--- src/hw/rtl/ctc_pkg.sv ---
// Shared types and constants of the command token classifier.
// Used by ctc_scan, command_token_classifier, ctc_checker and the testbench; depends on nothing.
`timescale 1ns / 1ps

package ctc_pkg;

   // Character codes that steer the scan.
   localparam logic [7:0] CHAR_END   = 8'h00;
   localparam logic [7:0] CHAR_SPACE = 8'h20;
   localparam logic [7:0] CHAR_ZERO  = 8'h30;
   localparam logic [7:0] CHAR_NINE  = 8'h39;
   localparam logic [7:0] CHAR_X     = 8'h78;
   localparam logic [7:0] CHAR_A     = 8'h41;
   localparam logic [7:0] CHAR_F     = 8'h46;

   // Token kinds.
   localparam logic [1:0] KIND_KEYWORD = 2'd0;
   localparam logic [1:0] KIND_NUMBER  = 2'd1;
   localparam logic [1:0] KIND_STRING  = 2'd2;

   // Keyword ids.
   localparam logic [1:0] KW_LOAD  = 2'd0;
   localparam logic [1:0] KW_STORE = 2'd1;
   localparam logic [1:0] KW_RESET = 2'd2;

   localparam int KW_COUNT = 3;
   localparam int KW_TEXT_DEPTH = 8;

   // Keyword spelling, padded with zeros beyond each keyword's length.
   localparam logic [7:0] KW_TEXT [KW_COUNT][KW_TEXT_DEPTH] = '{
      '{8'h6C, 8'h6F, 8'h61, 8'h64, 8'h00, 8'h00, 8'h00, 8'h00},
      '{8'h73, 8'h74, 8'h6F, 8'h72, 8'h65, 8'h00, 8'h00, 8'h00},
      '{8'h72, 8'h65, 8'h73, 8'h65, 8'h74, 8'h00, 8'h00, 8'h00}
   };
   localparam logic [3:0] KW_LEN [KW_COUNT] = '{4'd4, 4'd5, 4'd5};

   typedef struct packed {
      logic        token_valid;
      logic [1:0]  token_index;
      logic [1:0]  token_kind;
      logic [1:0]  keyword_id;
      logic [15:0] number_value;
      logic        end_of_string;
      logic [7:0]  token_total;
   } ctc_result_type;

endpackage

--- src/hw/rtl/ctc_scan.sv ---
// Per-character token scanner: keeps the token state and forms the result for a delimiter.
// Depends on ctc_pkg.
`timescale 1ns / 1ps

module ctc_scan #(
   parameter int MAX_TOKENS     = 3,
   parameter int MAX_HEX_DIGITS = 4
) (
   input  logic                    clock,
   input  logic                    reset,
   input  logic                    take,
   input  logic [7:0]              character,
   output logic                    result_valid,
   output ctc_pkg::ctc_result_type result
);

   localparam logic [7:0] TokLimit  = 8'(MAX_TOKENS);
   localparam logic [3:0] HexPosEnd = 4'(MAX_HEX_DIGITS + 2);

   logic        inside_ff, inside_in;
   logic [3:0]  pos_ff, pos_in;
   logic [2:0]  kw_alive_ff, kw_alive_in;
   logic        hex_alive_ff, hex_alive_in;
   logic [15:0] hex_acc_ff, hex_acc_in;
   logic [7:0]  tokens_ff, tokens_in;

   logic        is_end;
   logic        is_space;
   logic        reported;
   logic [1:0]  kind;
   logic [1:0]  kw_id;
   logic        is_hex;
   logic [3:0]  hex_digit;
   logic [3:0]  pos_eff;
   logic [2:0]  kw_eff;
   logic        hex_eff;
   logic [15:0] acc_eff;
   logic        in_digits;

   assign is_end   = (character == ctc_pkg::CHAR_END);
   assign is_space = (character == ctc_pkg::CHAR_SPACE);
   // A token is reported only while the token count is at most the limit.
   assign reported = inside_ff && (tokens_ff <= TokLimit);

   // Classify the token that a delimiter ends; the lowest matching keyword wins.
   always_comb begin
      kind  = ctc_pkg::KIND_STRING;
      kw_id = ctc_pkg::KW_LOAD;
      if (hex_alive_ff && (pos_ff >= 4'd3)) begin
         kind = ctc_pkg::KIND_NUMBER;
      end
      for (int k = ctc_pkg::KW_COUNT - 1; k >= 0; k--) begin
         if (kw_alive_ff[k] && (pos_ff == ctc_pkg::KW_LEN[k])) begin
            kind  = ctc_pkg::KIND_KEYWORD;
            kw_id = 2'(k);
         end
      end
   end

   always_comb begin
      result.token_valid   = reported;
      result.token_index   = reported ? 2'(tokens_ff - 8'd1) : 2'd0;
      result.token_kind    = reported ? kind : ctc_pkg::KIND_KEYWORD;
      result.keyword_id    = (reported && (kind == ctc_pkg::KIND_KEYWORD)) ? kw_id : 2'd0;
      result.number_value  = (reported && (kind == ctc_pkg::KIND_NUMBER)) ? hex_acc_ff : 16'd0;
      result.end_of_string = is_end;
      result.token_total   = is_end ? tokens_ff : 8'd0;
   end

   assign result_valid = is_end || (is_space && reported);

   // Upper-case hex digit decode.
   always_comb begin
      is_hex    = 1'b0;
      hex_digit = 4'd0;
      if ((character >= ctc_pkg::CHAR_ZERO) && (character <= ctc_pkg::CHAR_NINE)) begin
         is_hex    = 1'b1;
         hex_digit = 4'(character - ctc_pkg::CHAR_ZERO);
      end else if ((character >= ctc_pkg::CHAR_A) && (character <= ctc_pkg::CHAR_F)) begin
         is_hex    = 1'b1;
         hex_digit = 4'(character - ctc_pkg::CHAR_A) + 4'd10;
      end
   end

   // The first character of a token starts from a cleared token state.
   assign pos_eff   = inside_ff ? pos_ff : 4'd0;
   assign kw_eff    = inside_ff ? kw_alive_ff : 3'b111;
   assign hex_eff   = inside_ff ? hex_alive_ff : 1'b1;
   assign acc_eff   = inside_ff ? hex_acc_ff : 16'd0;
   assign in_digits = (pos_eff >= 4'd2) && (pos_eff < HexPosEnd);

   always_comb begin
      inside_in   = inside_ff;
      pos_in      = pos_ff;
      kw_alive_in = kw_alive_ff;
      hex_alive_in = hex_alive_ff;
      hex_acc_in  = hex_acc_ff;
      tokens_in   = tokens_ff;
      if (take) begin
         if (is_end) begin
            inside_in    = 1'b0;
            pos_in       = 4'd0;
            kw_alive_in  = 3'b111;
            hex_alive_in = 1'b1;
            hex_acc_in   = 16'd0;
            tokens_in    = 8'd0;
         end else if (is_space) begin
            inside_in = 1'b0;
         end else begin
            inside_in = 1'b1;
            if (!inside_ff && (tokens_ff != 8'hFF)) begin
               tokens_in = tokens_ff + 8'd1;
            end
            for (int k = 0; k < ctc_pkg::KW_COUNT; k++) begin
               kw_alive_in[k] = kw_eff[k] && (pos_eff < ctc_pkg::KW_LEN[k])
                  && (ctc_pkg::KW_TEXT[k][pos_eff[2:0]] == character);
            end
            if (!hex_eff) begin
               hex_alive_in = 1'b0;
            end else if (pos_eff == 4'd0) begin
               hex_alive_in = (character == ctc_pkg::CHAR_ZERO);
            end else if (pos_eff == 4'd1) begin
               hex_alive_in = (character == ctc_pkg::CHAR_X);
            end else begin
               hex_alive_in = in_digits && is_hex;
            end
            hex_acc_in = (hex_eff && in_digits && is_hex) ? {acc_eff[11:0], hex_digit}
                                                          : acc_eff;
            pos_in = (pos_eff == 4'hF) ? pos_eff : pos_eff + 4'd1;
         end
      end
   end

   always_ff @(posedge clock) begin
      if (reset) begin
         inside_ff    <= 1'b0;
         pos_ff       <= 4'd0;
         kw_alive_ff  <= 3'b111;
         hex_alive_ff <= 1'b1;
         hex_acc_ff   <= 16'd0;
         tokens_ff    <= 8'd0;
      end else begin
         inside_ff    <= inside_in;
         pos_ff       <= pos_in;
         kw_alive_ff  <= kw_alive_in;
         hex_alive_ff <= hex_alive_in;
         hex_acc_ff   <= hex_acc_in;
         tokens_ff    <= tokens_in;
      end
   end

endmodule

--- src/hw/rtl/command_token_classifier.sv ---
// Top level of the command token classifier: scanner plus a two-entry result buffer.
// Depends on ctc_pkg and ctc_scan.
`timescale 1ns / 1ps

// Usage:
// The req_ channel carries one command byte per beat. A space separates tokens and a
// zero byte ends the string. The rsp_ channel carries at most one beat per request
// beat: a token report when a space ends a reportable token, and an end beat with
// rsp_end_of_string high for every zero byte, which also reports a token it ends.
// Only the first MAX_TOKENS tokens of a string are reported; all are counted up to 255.
// A result is registered in the result buffer before it is presented on rsp_. The
// scanner takes one request beat per cycle while req_ready is high.
// The result path holds an output register and one skid entry, so req_ready stays
// high while one finished result waits; it drops only when both entries are full.
// Reset clears the token state and empties the result buffer; the next byte starts
// a new string.

module command_token_classifier #(
   parameter int MAX_TOKENS     = 3,
   parameter int MAX_HEX_DIGITS = 4
) (
   input  logic        clock,
   input  logic        reset,
   input  logic        req_valid,
   output logic        req_ready,
   input  logic [7:0]  req_character,
   output logic        rsp_valid,
   input  logic        rsp_ready,
   output logic        rsp_token_valid,
   output logic [1:0]  rsp_token_index,
   output logic [1:0]  rsp_token_kind,
   output logic [1:0]  rsp_keyword_id,
   output logic [15:0] rsp_number_value,
   output logic        rsp_end_of_string,
   output logic [7:0]  rsp_token_total
);

   logic                    accept;
   logic                    scan_valid;
   ctc_pkg::ctc_result_type scan_result;
   logic                    new_res;
   logic                    out_free;

   logic                    out_valid_ff, out_valid_in;
   ctc_pkg::ctc_result_type out_ff, out_in;
   logic                    skid_valid_ff, skid_valid_in;
   ctc_pkg::ctc_result_type skid_ff, skid_in;

   assign req_ready = !skid_valid_ff;
   assign accept    = req_valid && req_ready;
   assign new_res   = accept && scan_valid;
   assign out_free  = !out_valid_ff || rsp_ready;

   ctc_scan #(
      .MAX_TOKENS     (MAX_TOKENS),
      .MAX_HEX_DIGITS (MAX_HEX_DIGITS)
   ) u_scan (
      .clock        (clock),
      .reset        (reset),
      .take         (accept),
      .character    (req_character),
      .result_valid (scan_valid),
      .result       (scan_result)
   );

   // The skid entry is always older than a new result, so it moves up first.
   always_comb begin
      out_valid_in  = out_valid_ff;
      out_in        = out_ff;
      skid_valid_in = skid_valid_ff;
      skid_in       = skid_ff;
      if (out_free) begin
         if (skid_valid_ff) begin
            out_valid_in  = 1'b1;
            out_in        = skid_ff;
            skid_valid_in = new_res;
            skid_in       = scan_result;
         end else begin
            out_valid_in = new_res;
            out_in       = scan_result;
         end
      end else if (new_res) begin
         skid_valid_in = 1'b1;
         skid_in       = scan_result;
      end
   end

   always_ff @(posedge clock) begin
      if (reset) begin
         out_valid_ff  <= 1'b0;
         skid_valid_ff <= 1'b0;
      end else begin
         out_valid_ff  <= out_valid_in;
         skid_valid_ff <= skid_valid_in;
      end
      out_ff  <= out_in;
      skid_ff <= skid_in;
   end

   assign rsp_valid         = out_valid_ff;
   assign rsp_token_valid   = out_ff.token_valid;
   assign rsp_token_index   = out_ff.token_index;
   assign rsp_token_kind    = out_ff.token_kind;
   assign rsp_keyword_id    = out_ff.keyword_id;
   assign rsp_number_value  = out_ff.number_value;
   assign rsp_end_of_string = out_ff.end_of_string;
   assign rsp_token_total   = out_ff.token_total;

endmodule

--- config.mk ---
export PLATFORM = sky130hd
export DESIGN_NAME = command_token_classifier
export DESIGN_NICKNAME = d
export VERILOG_FILES = /design/src/hw/rtl/ctc_pkg.sv /design/src/hw/rtl/ctc_scan.sv /design/src/hw/rtl/command_token_classifier.sv
export SDC_FILE = /design/constraint.sdc
export NUM_CORES = 1
export LEC_CHECK = 0
export ABC_AREA = 1
export BUFFER_PORTS_ARGS = -buffer_cell sky130_fd_sc_hd__buf_2
export CAP_MARGIN = 20
export CORE_ASPECT_RATIO = 0.75
export CORE_MARGIN = 8
export CORE_UTILIZATION = 60
export DETAILED_ROUTE_END_ITERATION = 7
export PLACE_DENSITY = 0.8
export SLEW_MARGIN = 5
export SYNTH_ARGS = -nofsm -noshare
export SYNTH_HDL_FRONTEND = slang
export SYNTH_SLANG_ARGS = --single-unit
--- constraint.sdc ---
create_clock -name clock -period 3.9 [get_ports clock]
set_input_delay 0.195 -clock clock [delete_from_list [all_inputs] [get_ports clock]]
set_output_delay 0.195 -clock clock [all_outputs]
set_load 0.005 [all_outputs]
## After elaboration in Yosys (flattened, before gate mapping)

Memory sizes are Yosys's and may differ from the RTL's.
Index checks and enable logic that the tools add are counted.

- Add/subtract/negate cells: 6
- Mux-type cells: 52
- Eq/ne operators: 15
- $lt $le $gt $ge: 11
- Reduce and logical (&&, ||, !) cells: 37
- Bitwise gates (word level): 1

Operators by type and width:

| cell | count |
|---|---|
| $mux W32 | 4 |
| $mux W16 | 5 |
| $mux W8 | 10 |
| $eq A8 B8 Y1 | 3 |
| $mux W4 | 6 |
| $logic_and A1 B1 Y1 | 23 |
| $mux W2 | 10 |
| $eq A8 B6 Y1 const B | 2 |
| $mux W1 | 14 |
| $lt A4 B3 Y1 const B | 3 |
| $mux W3 | 3 |
| $add A8 B1 Y8 const B | 1 |
| $eq A4 B3 Y1 const B | 2 |
| $eq A8 B7 Y1 const B | 1 |
| $ge A4 B2 Y1 const B | 2 |
| $ge A8 B6 Y1 const B | 1 |
| $ge A8 B7 Y1 const B | 1 |
| $le A8 B2 Y1 const B | 1 |
| $le A8 B6 Y1 const B | 1 |
| $le A8 B7 Y1 const B | 1 |
| $logic_not A8 Y1 | 1 |
| $ne A8 B8 Y1 const B | 1 |
| $sub A4 B1 Y4 const B | 2 |
| $reduce_and A3 Y1 | 2 |
| 16 further kinds | 22 |

- Output and inout bits: 34
- Memory bits (read-only): 192
- Memories: 3
- Register bits: 99
- Logic and storage cells: 148

Memory list:

| memory | depth | bits a word | read ports | clocked after Yosys merged registers in | write ports | RTL line | RTL |
|---|---|---|---|---|---|---|---|
| (no name shown) | 8 | 8 | 1 | 0 | 0 | ctc_scan.sv:116 | `&& (ctc_pkg::KW_TEXT[k][pos_eff[2:0]] == character);` |
| (no name shown) | 8 | 8 | 1 | 0 | 0 | ctc_scan.sv:116 |  |
| (no name shown) | 8 | 8 | 1 | 0 | 0 | ctc_scan.sv:116 |  |

## Logic depth before layout (Yosys ltp)

Gate-level depths: netlist of the first run.

- Word-level depth: 11
- Mapped depth: 13
- Depth with buffers taken out: 12

## By module

A second synthesis of the first run with hierarchy kept.

- Cells, all modules: 625
- Area, all modules: 5,243.8 um2

Modules (own cells, without submodules):

| module | seq. area each (um2) | area an instance (um2) | cells an instance | times used |
|---|---|---|---|---|
| ctc_scan | 660.6 | 2,793.9 | 443 | 1 |
| command_token_classifier | 1,961.9 | 2,449.8 | 182 | 1 |

## Worst setup path before layout of the first run

OpenSTA, ideal clock, no wires.

- Path kind: input to register
- Start point: in req_character[1]
- End point: reg skid_ff[0] (netlist bit) (enable)
- Slack: 629 ps
- Setup time: 432 ps
- Path buffers: 1
- Data required time: 3,468 ps
- Arrival time: 2,839 ps
- Stages on the path: 9
- Cells stage by stage: clkbuf_1 inv_1 ha_1 inv_1 nor2_1 nand3_2 o21ai_0 nand2_1 a21oi_1

- Longest elaborated chain between the ends: 6
- Elaborated cells on any way between the ends: 7

RTL lines:

| element | RTL line | RTL |
|---|---|---|
| from (decl) | command_token_classifier.sv:26 | `input logic [7:0] req_character,` |
| $eq A8 B6 Y1 | ctc_scan.sv:41 | `assign is_space = (character == ctc_pkg::CHAR_SPACE);` |
| $logic_and A1 B1 Y1 | ctc_scan.sv:70 | `assign result_valid = is_end \|\| (is_space && reported);` |
| $logic_or A1 B1 Y1 (*) | ctc_scan.sv:70 |  |
| $logic_and A1 B1 Y1 (*) | command_token_classifier.sv:51 | `assign new_res = accept && scan_valid;` |
| $reduce_bool A2 Y1 (no line) (*) | -- |  |
| $reduce_and A2 Y1 (no line) (*) | -- |  |
| to (signal assigned) | command_token_classifier.sv:97 | `skid_ff <= skid_in;` |
| to (decl) | command_token_classifier.sv:47 | `ctc_pkg::ctc_result_type skid_ff, skid_in;` |

Every way passes the cells marked *; elsewhere a longest branch is shown, timed or not.
A chain may end at the register's enable or synchronous reset.

## Worst setup path after layout of the first run

- Start point: reg u_scan.inside_ff
- End point: reg u_scan.hex_acc_ff[12]

- Longest elaborated chain between the ends: 8
- Elaborated cells on any way between the ends: 13

RTL lines:

| element | RTL line | RTL |
|---|---|---|
| from (decl) | ctc_scan.sv:20 | `logic inside_ff, inside_in;` |
| from (signal assigned) | ctc_scan.sv:143 | `inside_ff <= inside_in;` |
| $mux W4 | ctc_scan.sv:86 | `assign pos_eff = inside_ff ? pos_ff : 4'd0;` |
| $ge A4 B2 Y1 / $lt A4 B3 Y1 (equally long branches) | ctc_scan.sv:90 | `assign in_digits = (pos_eff >= 4'd2) && (pos_eff < HexPosEnd);` |
| $logic_and A1 B1 Y1 | ctc_scan.sv:90 |  |
| $logic_and A1 B1 Y1 (2 in a row) | ctc_scan.sv:127 | `hex_acc_in = (hex_eff && in_digits && is_hex) ? {acc_eff[11:0], hex_digit}` |
| $mux W16 | ctc_scan.sv:127 |  |
| $mux W16 | ctc_scan.sv:107 | `end else if (is_space) begin` |
| $mux W16 | ctc_scan.sv:100 | `if (is_end) begin` |
| to (signal assigned) | ctc_scan.sv:147 | `hex_acc_ff <= hex_acc_in;` |
| to (decl) | ctc_scan.sv:24 | `logic [15:0] hex_acc_ff, hex_acc_in;` |

Parallel ways exist; a longest one is shown, timed or not. The select of a mux whose other input is x is not followed.

==> out/metrics.cfg, run 1 <==
[synth]
ys_types=37
synth_fa_ha_area_share_pct=3.120
syn_area_per_cell_um2=8.274
synth_edf_count=64
synth-xor-area-share_pct=2.016
synth_cells=630
ys_top_cells_by_count=174 x nand2_1, 67 x nand3_1, 64 x edfxtp_1
synthArstFlopShare_pct=0
synth_flop_cell=edfxtp_1
ys_warn_count=0
muxShareOfSynthArea_pct=0
synth_top_family_by_area=simple AND/OR/NAND/NOR gates
ys_top_cells_by_area=edfxtp_1 37%, dfxtp_1 13%, nand2_1 13%
yosysTopAreaCellShare_pct=36.87
synth.most_common_cell=nand2_1
synth_compound_area_share_pct=6.961
yosysSeqAreaShare_pct=50.31
synth_nets=655
synth-simple-area-share_pct=30.20
synth_seq_cells=99
synth_area_um2=5212
synth_area_leader_cell=edfxtp_1

[worst_setup_path]
cp_data_required_time_ns=4.16
cp_num_buf_inv=3
cp-startpoint=u_scan.inside_ff
setup.worst_path.end=u_scan.hex_acc_ff[12]
path_delay_family=simple AND/OR/NAND/NOR gates
slowest_stage=dfxtp_1
slowest_delay_ns=0.45
crit_fanout=19
arrival_ns=2.67
critPathMostFrequentCell=nand2_1
crit_chain=buf_4, nand2_2, inv_2, nand2_1, nand3_2, nor2_8, nand2_4, inv_1, nand2_1, nand3_1, a21oi_1
reg2reg_from=u_scan.inside_ff
startpoint_type=flop
r2r_setup_slack_ns=1.48
worst-setup-path-type=reg2reg
crit_cells=11
r2r_cells=11
reg2reg_to=u_scan.hex_acc_ff[12]
endpoint_kind=flop

[routing]
drt-initial-drc-count=448
vias=4415
drt_pass1_iterations=5
routed_wirelength_mm=12.28
via_per_inst=5.668
drtAntennaViolNets=0
drc_errors=0
post_drt_wl_per_cell_um=15.76

[cts]
insertion_delay_ns=0.34
htreeDepth=3
cts_setup_buffers=0
cts.root.buffer_cell=clkbuf_16
cts_hold_buf=0
ctsLongestPathBuffers=2
cts.sinks=99
cts_tree=yes
cts_buffers=9
post_cts.resized_instances=0
path_clk_slew_ns=0.07

[cells_and_area]
finalInstanceArea_um2=5814
n_fill_cell=692
area_growth_pct=11.55
diodes=0
nNetsFinal=691
drive_gt1_share_pct=14.46

[pwr]
powerDensity_nw_per_um2=371.7
finalPower_mw=2.161
leakage_nw=2.551
peakVddDrop_uv=254.0

[floorplanning]
fp.dieArea_um2=11960
die_w_um=123.6
rows=29
die-height_um=96.72
design.core.area_um2=8454
io_pins=46
initial_core_util_pct=61.65

[sta]
holdWs_ns=0.1827
finalCritPeriodShare_pct=61.95
relSlewSlack_pct=61.15
tightest_slew_ns=0.5821
setup_viol=0
rsz0062_at_grt=no
final.setup_skew_ns=0.01140
tns_ns=0
hold_violations=0
fmax_ghz=0.4139
maxSlewViolCount=0
period_minus_slack_ns=2.416

[grt]
track_usage_pct=20.69
grt_max_degree=36
antenna_found_initial=0
grt_pass1_wl_mm=20.30
grt-ovfl-total=0
grt_pass1_vias=4140

[placement]
globalplace.congestion=0.9670
portBuffers=45
place_area_um2=5508
dpl.hpwl_mm=8.387

[job]
cap_violations=0

[run_status]
status=finished clean

[min_path]
hold_class=in2reg

[layout make-up]
| class | count | area (um2) | share of cell area (%) |
|---|---|---|---|
| clock buffer | 9 | 225.2 | 3.873 |
| tap | 108 | 135.1 | 2.324 |
| sequential | 99 | 2623 | 45.10 |
| inverter | 71 | 266.5 | 4.584 |
| clock inverter | 7 | 81.33 | 1.399 |
| timing repair buffer | 49 | 275.3 | 4.734 |
| multi-input combinational | 436 | 2208 | 37.98 |
[metrics by stage]
step	util (%)	worst slack, ns	cells
after global placement	64.82	1.559	762
after floorplan	-	0.6293	630
after detailed placement	65.15	1.442	763
after global routing	68.77	1.332	779
after CTS	68.77	1.585	779
final	68.77	1.484	779
[flip-flops by register name, summed over array words and instances, names as in the netlist, 3 cells and up]
signal              flops
skid_ff                32
rsp_number_value       16
u_scan.hex_acc_ff      16
rsp_token_total         8
u_scan.tokens_ff        8
u_scan.pos_ff           4
u_scan.kw_alive_ff      3
[tightest hold or removal path, cell delays in order]
cell and delay [ns]:
buf_2 0.08, nor2_1 0.09, nand2_1 0.07, a21oi_1 0.04
[logic make-up after synthesis]
logic type      Yosys count
compound gates           67
xor+xnor                 12
fa+ha+maj                13
buf+inv                  95
flops                    99
simple gates            344
[how the worst min path moves through the flow]
stage,start,to,slack (ns),cells past startpoint
global route,rsp_ready,skid_valid_ff,0.23,4
floorplan,rsp_ready,skid_valid_ff,0.37,3
CTS,rsp_ready,skid_valid_ff,0.17,4
finish,rsp_ready,skid_valid_ff,0.18,4
global placement,u_scan.kw_alive_ff[2],u_scan.kw_alive_ff[2],0.46,2
detailed placement,u_scan.hex_alive_ff,u_scan.hex_alive_ff,0.46,2
[power breakdown]
group / total [mW] / internal (mW) / leakage, nW / switching, mW
combinational: 0.127 / 0.0371 / 1.40 / 0.0901
clock: 0.912 / 0.508 / 0.148 / 0.404
sequential: 1.12 / 1.11 / 1.00 / 0.00779
[metal layers]
metal	global-route usage (%)	routed length (um)
met5	0	0
met4	5.171	132
met3	3.833	951
met2	32.11	5663
met1	28.90	5530
[layout by cell type (no fill, tap or decap), types with 11 or more instances in the layout]
master,count
a21oi_1,37
buf_2,45
dfxtp_1,35
edfxtp_1,64
ha_1,13
inv_1,62
nand2_1,174
nand3_1,67
nand4_1,11
nor2_1,61
o21ai_0,13
xor2_1,12
Note: power is estimated with default switching activity, not from simulation.
==> run 2, diff against run 1 <==
--- a/config.mk
+++ b/config.mk
@@ -10,9 +10,9 @@
 export CAP_MARGIN = 20
 export CORE_ASPECT_RATIO = 0.75
 export CORE_MARGIN = 8
-export CORE_UTILIZATION = 60
+export CORE_UTILIZATION = 54
 export DETAILED_ROUTE_END_ITERATION = 7
-export PLACE_DENSITY = 0.8
+export PLACE_DENSITY = 0.76
 export SLEW_MARGIN = 5
 export SYNTH_ARGS = -nofsm -noshare
 export SYNTH_HDL_FRONTEND = slang
==> constraint.sdc (replaced) <==
create_clock -name clock -period 2.06 [get_ports clock]
set_input_delay 0.103 -clock clock [delete_from_list [all_inputs] [get_ports clock]]
set_output_delay 0.103 -clock clock [all_outputs]
set_load 0.005 [all_outputs]
==> out/metrics.cfg, run 2 (synthesized netlist as in run 1, its figures left out) <==
[floorplanning]
rows=31
design.core.area_um2=9542
initial_core_util_pct=54.63
fp.dieArea_um2=13080
die-height_um=101.1
die_w_um=129.4
io_pins=46

[cts]
path_clk_slew_ns=0.07
cts.sinks=99
htreeDepth=3
ctsLongestPathBuffers=2
cts_tree=yes
insertion_delay_ns=0.35
cts.root.buffer_cell=clkbuf_16
cts_hold_buf=0
cts_buffers=9

[sta]
period_minus_slack_ns=1.913
tns_ns=0
final.setup_skew_ns=0.009524
finalCritPeriodShare_pct=92.89
maxSlewViolCount=0
rsz0062_at_grt=no
tightest_slew_ns=0.5558
relSlewSlack_pct=62.70
hold_violations=0
setup_viol=0
fmax_ghz=0.5226

[grt]
grt-ovfl-total=0
grt_pass1_wl_mm=19.99
track_usage_pct=19.31
grt_pass1_vias=4053
antenna_found_initial=0
grt_max_degree=36

[pwr]
leakage_nw=2.591
finalPower_mw=3.977
powerDensity_nw_per_um2=668.5
peakVddDrop_uv=312.1

[cells_and_area]
nNetsFinal=704
largest_reg_flops=32
layout_commonest_cell=nand2_1
area_growth_pct=14.14
final_cell_mix=173 x nand2_1, 67 x nand3_1, 64 x edfxtp_1
drive_gt1_share_pct=16.67
top_register=skid_ff
diodes=0

[routing]
drtAntennaViolNets=0
via_per_inst=5.395
routed_wirelength_mm=12.22
drt_pass1_iterations=7
drt-initial-drc-count=531
drc_errors=0
post_drt_wl_per_cell_um=14.97
vias=4402

[worst_setup_path]
crit_fanout=24
startpoint_type=flop
crit_chain=inv_1, nand4_4, nor2_4, inv_2, o21ai_1, nand2_1, a21oi_4, buf_12
arrival_ns=1.96
cp_data_required_time_ns=2.10
endpoint_kind=flop
slowest_stage=dfxtp_1
slowest_delay_ns=0.35
worst-setup-path-type=reg2reg

[min_path]
hold_class=in2reg

[placement]
globalplace.congestion=0.9187
dpl.hpwl_mm=8.804
portBuffers=45

[job]
cap_violations=0

[run_status]
status=finished clean

[run 2: cell type report]
cell class / instances / area (um2)
Clock buffer: 9 / 225.2
Clock inverter: 7 / 61.31
Fill cell: 830 / 3592
Inverter: 71 / 266.5
Multi-Input combinational cell: 436 / 2240
Sequential cell: 99 / 2626
Tap cell: 132 / 165.2
Timing Repair Buffer: 62 / 365.4
[run 2: metal layers]
metal / up-vias / track usage (%) / share of wire (%)
li1: 2164 / - / -
met1: 2013 / 26.43 / 46
met2: 195 / 29.59 / 44
met3: 30 / 3.330 / 7.9
met4: 0 / 7.918 / 2.5
met5: - / 0 / 0
[run 2: path summary, 6_finish.rpt]
| check | cells past startpoint | end | startpoint | slack [ns] |
|---|---|---|---|---|
| worst min register to register | 2 | u_scan.hex_alive_ff | u_scan.hex_alive_ff | 0.48 |
| worst max register to register | 8 | skid_ff[14] | u_scan.tokens_ff[2] | 0.15 |
| worst max-delay path | 8 | skid_ff[14] | u_scan.tokens_ff[2] | 0.15 |
| worst min-delay path | 4 | skid_valid_ff | reset | 0.06 |
[run 2: report_power, final]
part,total (mW),leakage [nW],internal [mW],switching (mW)
registers,2.13,0.998,2.11,0.0178
clock network,1.59,0.133,0.835,0.757
logic,0.259,1.46,0.0819,0.177
[run 2: what timing repair did]
item / 4_1_cts / 5_1_grt
setup buffers: 0 / 0
setup endpoints to repair: 0 / 2
resized for setup: 0 / 2
[run 2: worst max-delay path: cells and delay by family (launching register included)]
| family | cells | cell delay, ns |
|---|---|---|
| simple gates | 3 | 0.44 |
| flops | 1 | 0.35 |
| compound gates | 2 | 0.35 |
| buf+inv | 3 | 0.46 |
[run 2: through the flow]
stage | cell area [um2] | utilization, % | hold slack, ns | worst slack [ns] | std cells
after global placement | 5658 | 59.30 | 0.3947 | 0.1690 | 800
after detailed placement | 5658 | 59.30 | 0.4338 | 0.1439 | 800
final | 5949 | 62.35 | 0.05763 | 0.1466 | 816
after CTS | 5944 | 62.30 | 0.04933 | 0.1482 | 816
after floorplan | 5250 | - | 0.3126 | 0.01361 | 630
after global routing | 5949 | 62.35 | 0.1144 | 0.01768 | 816
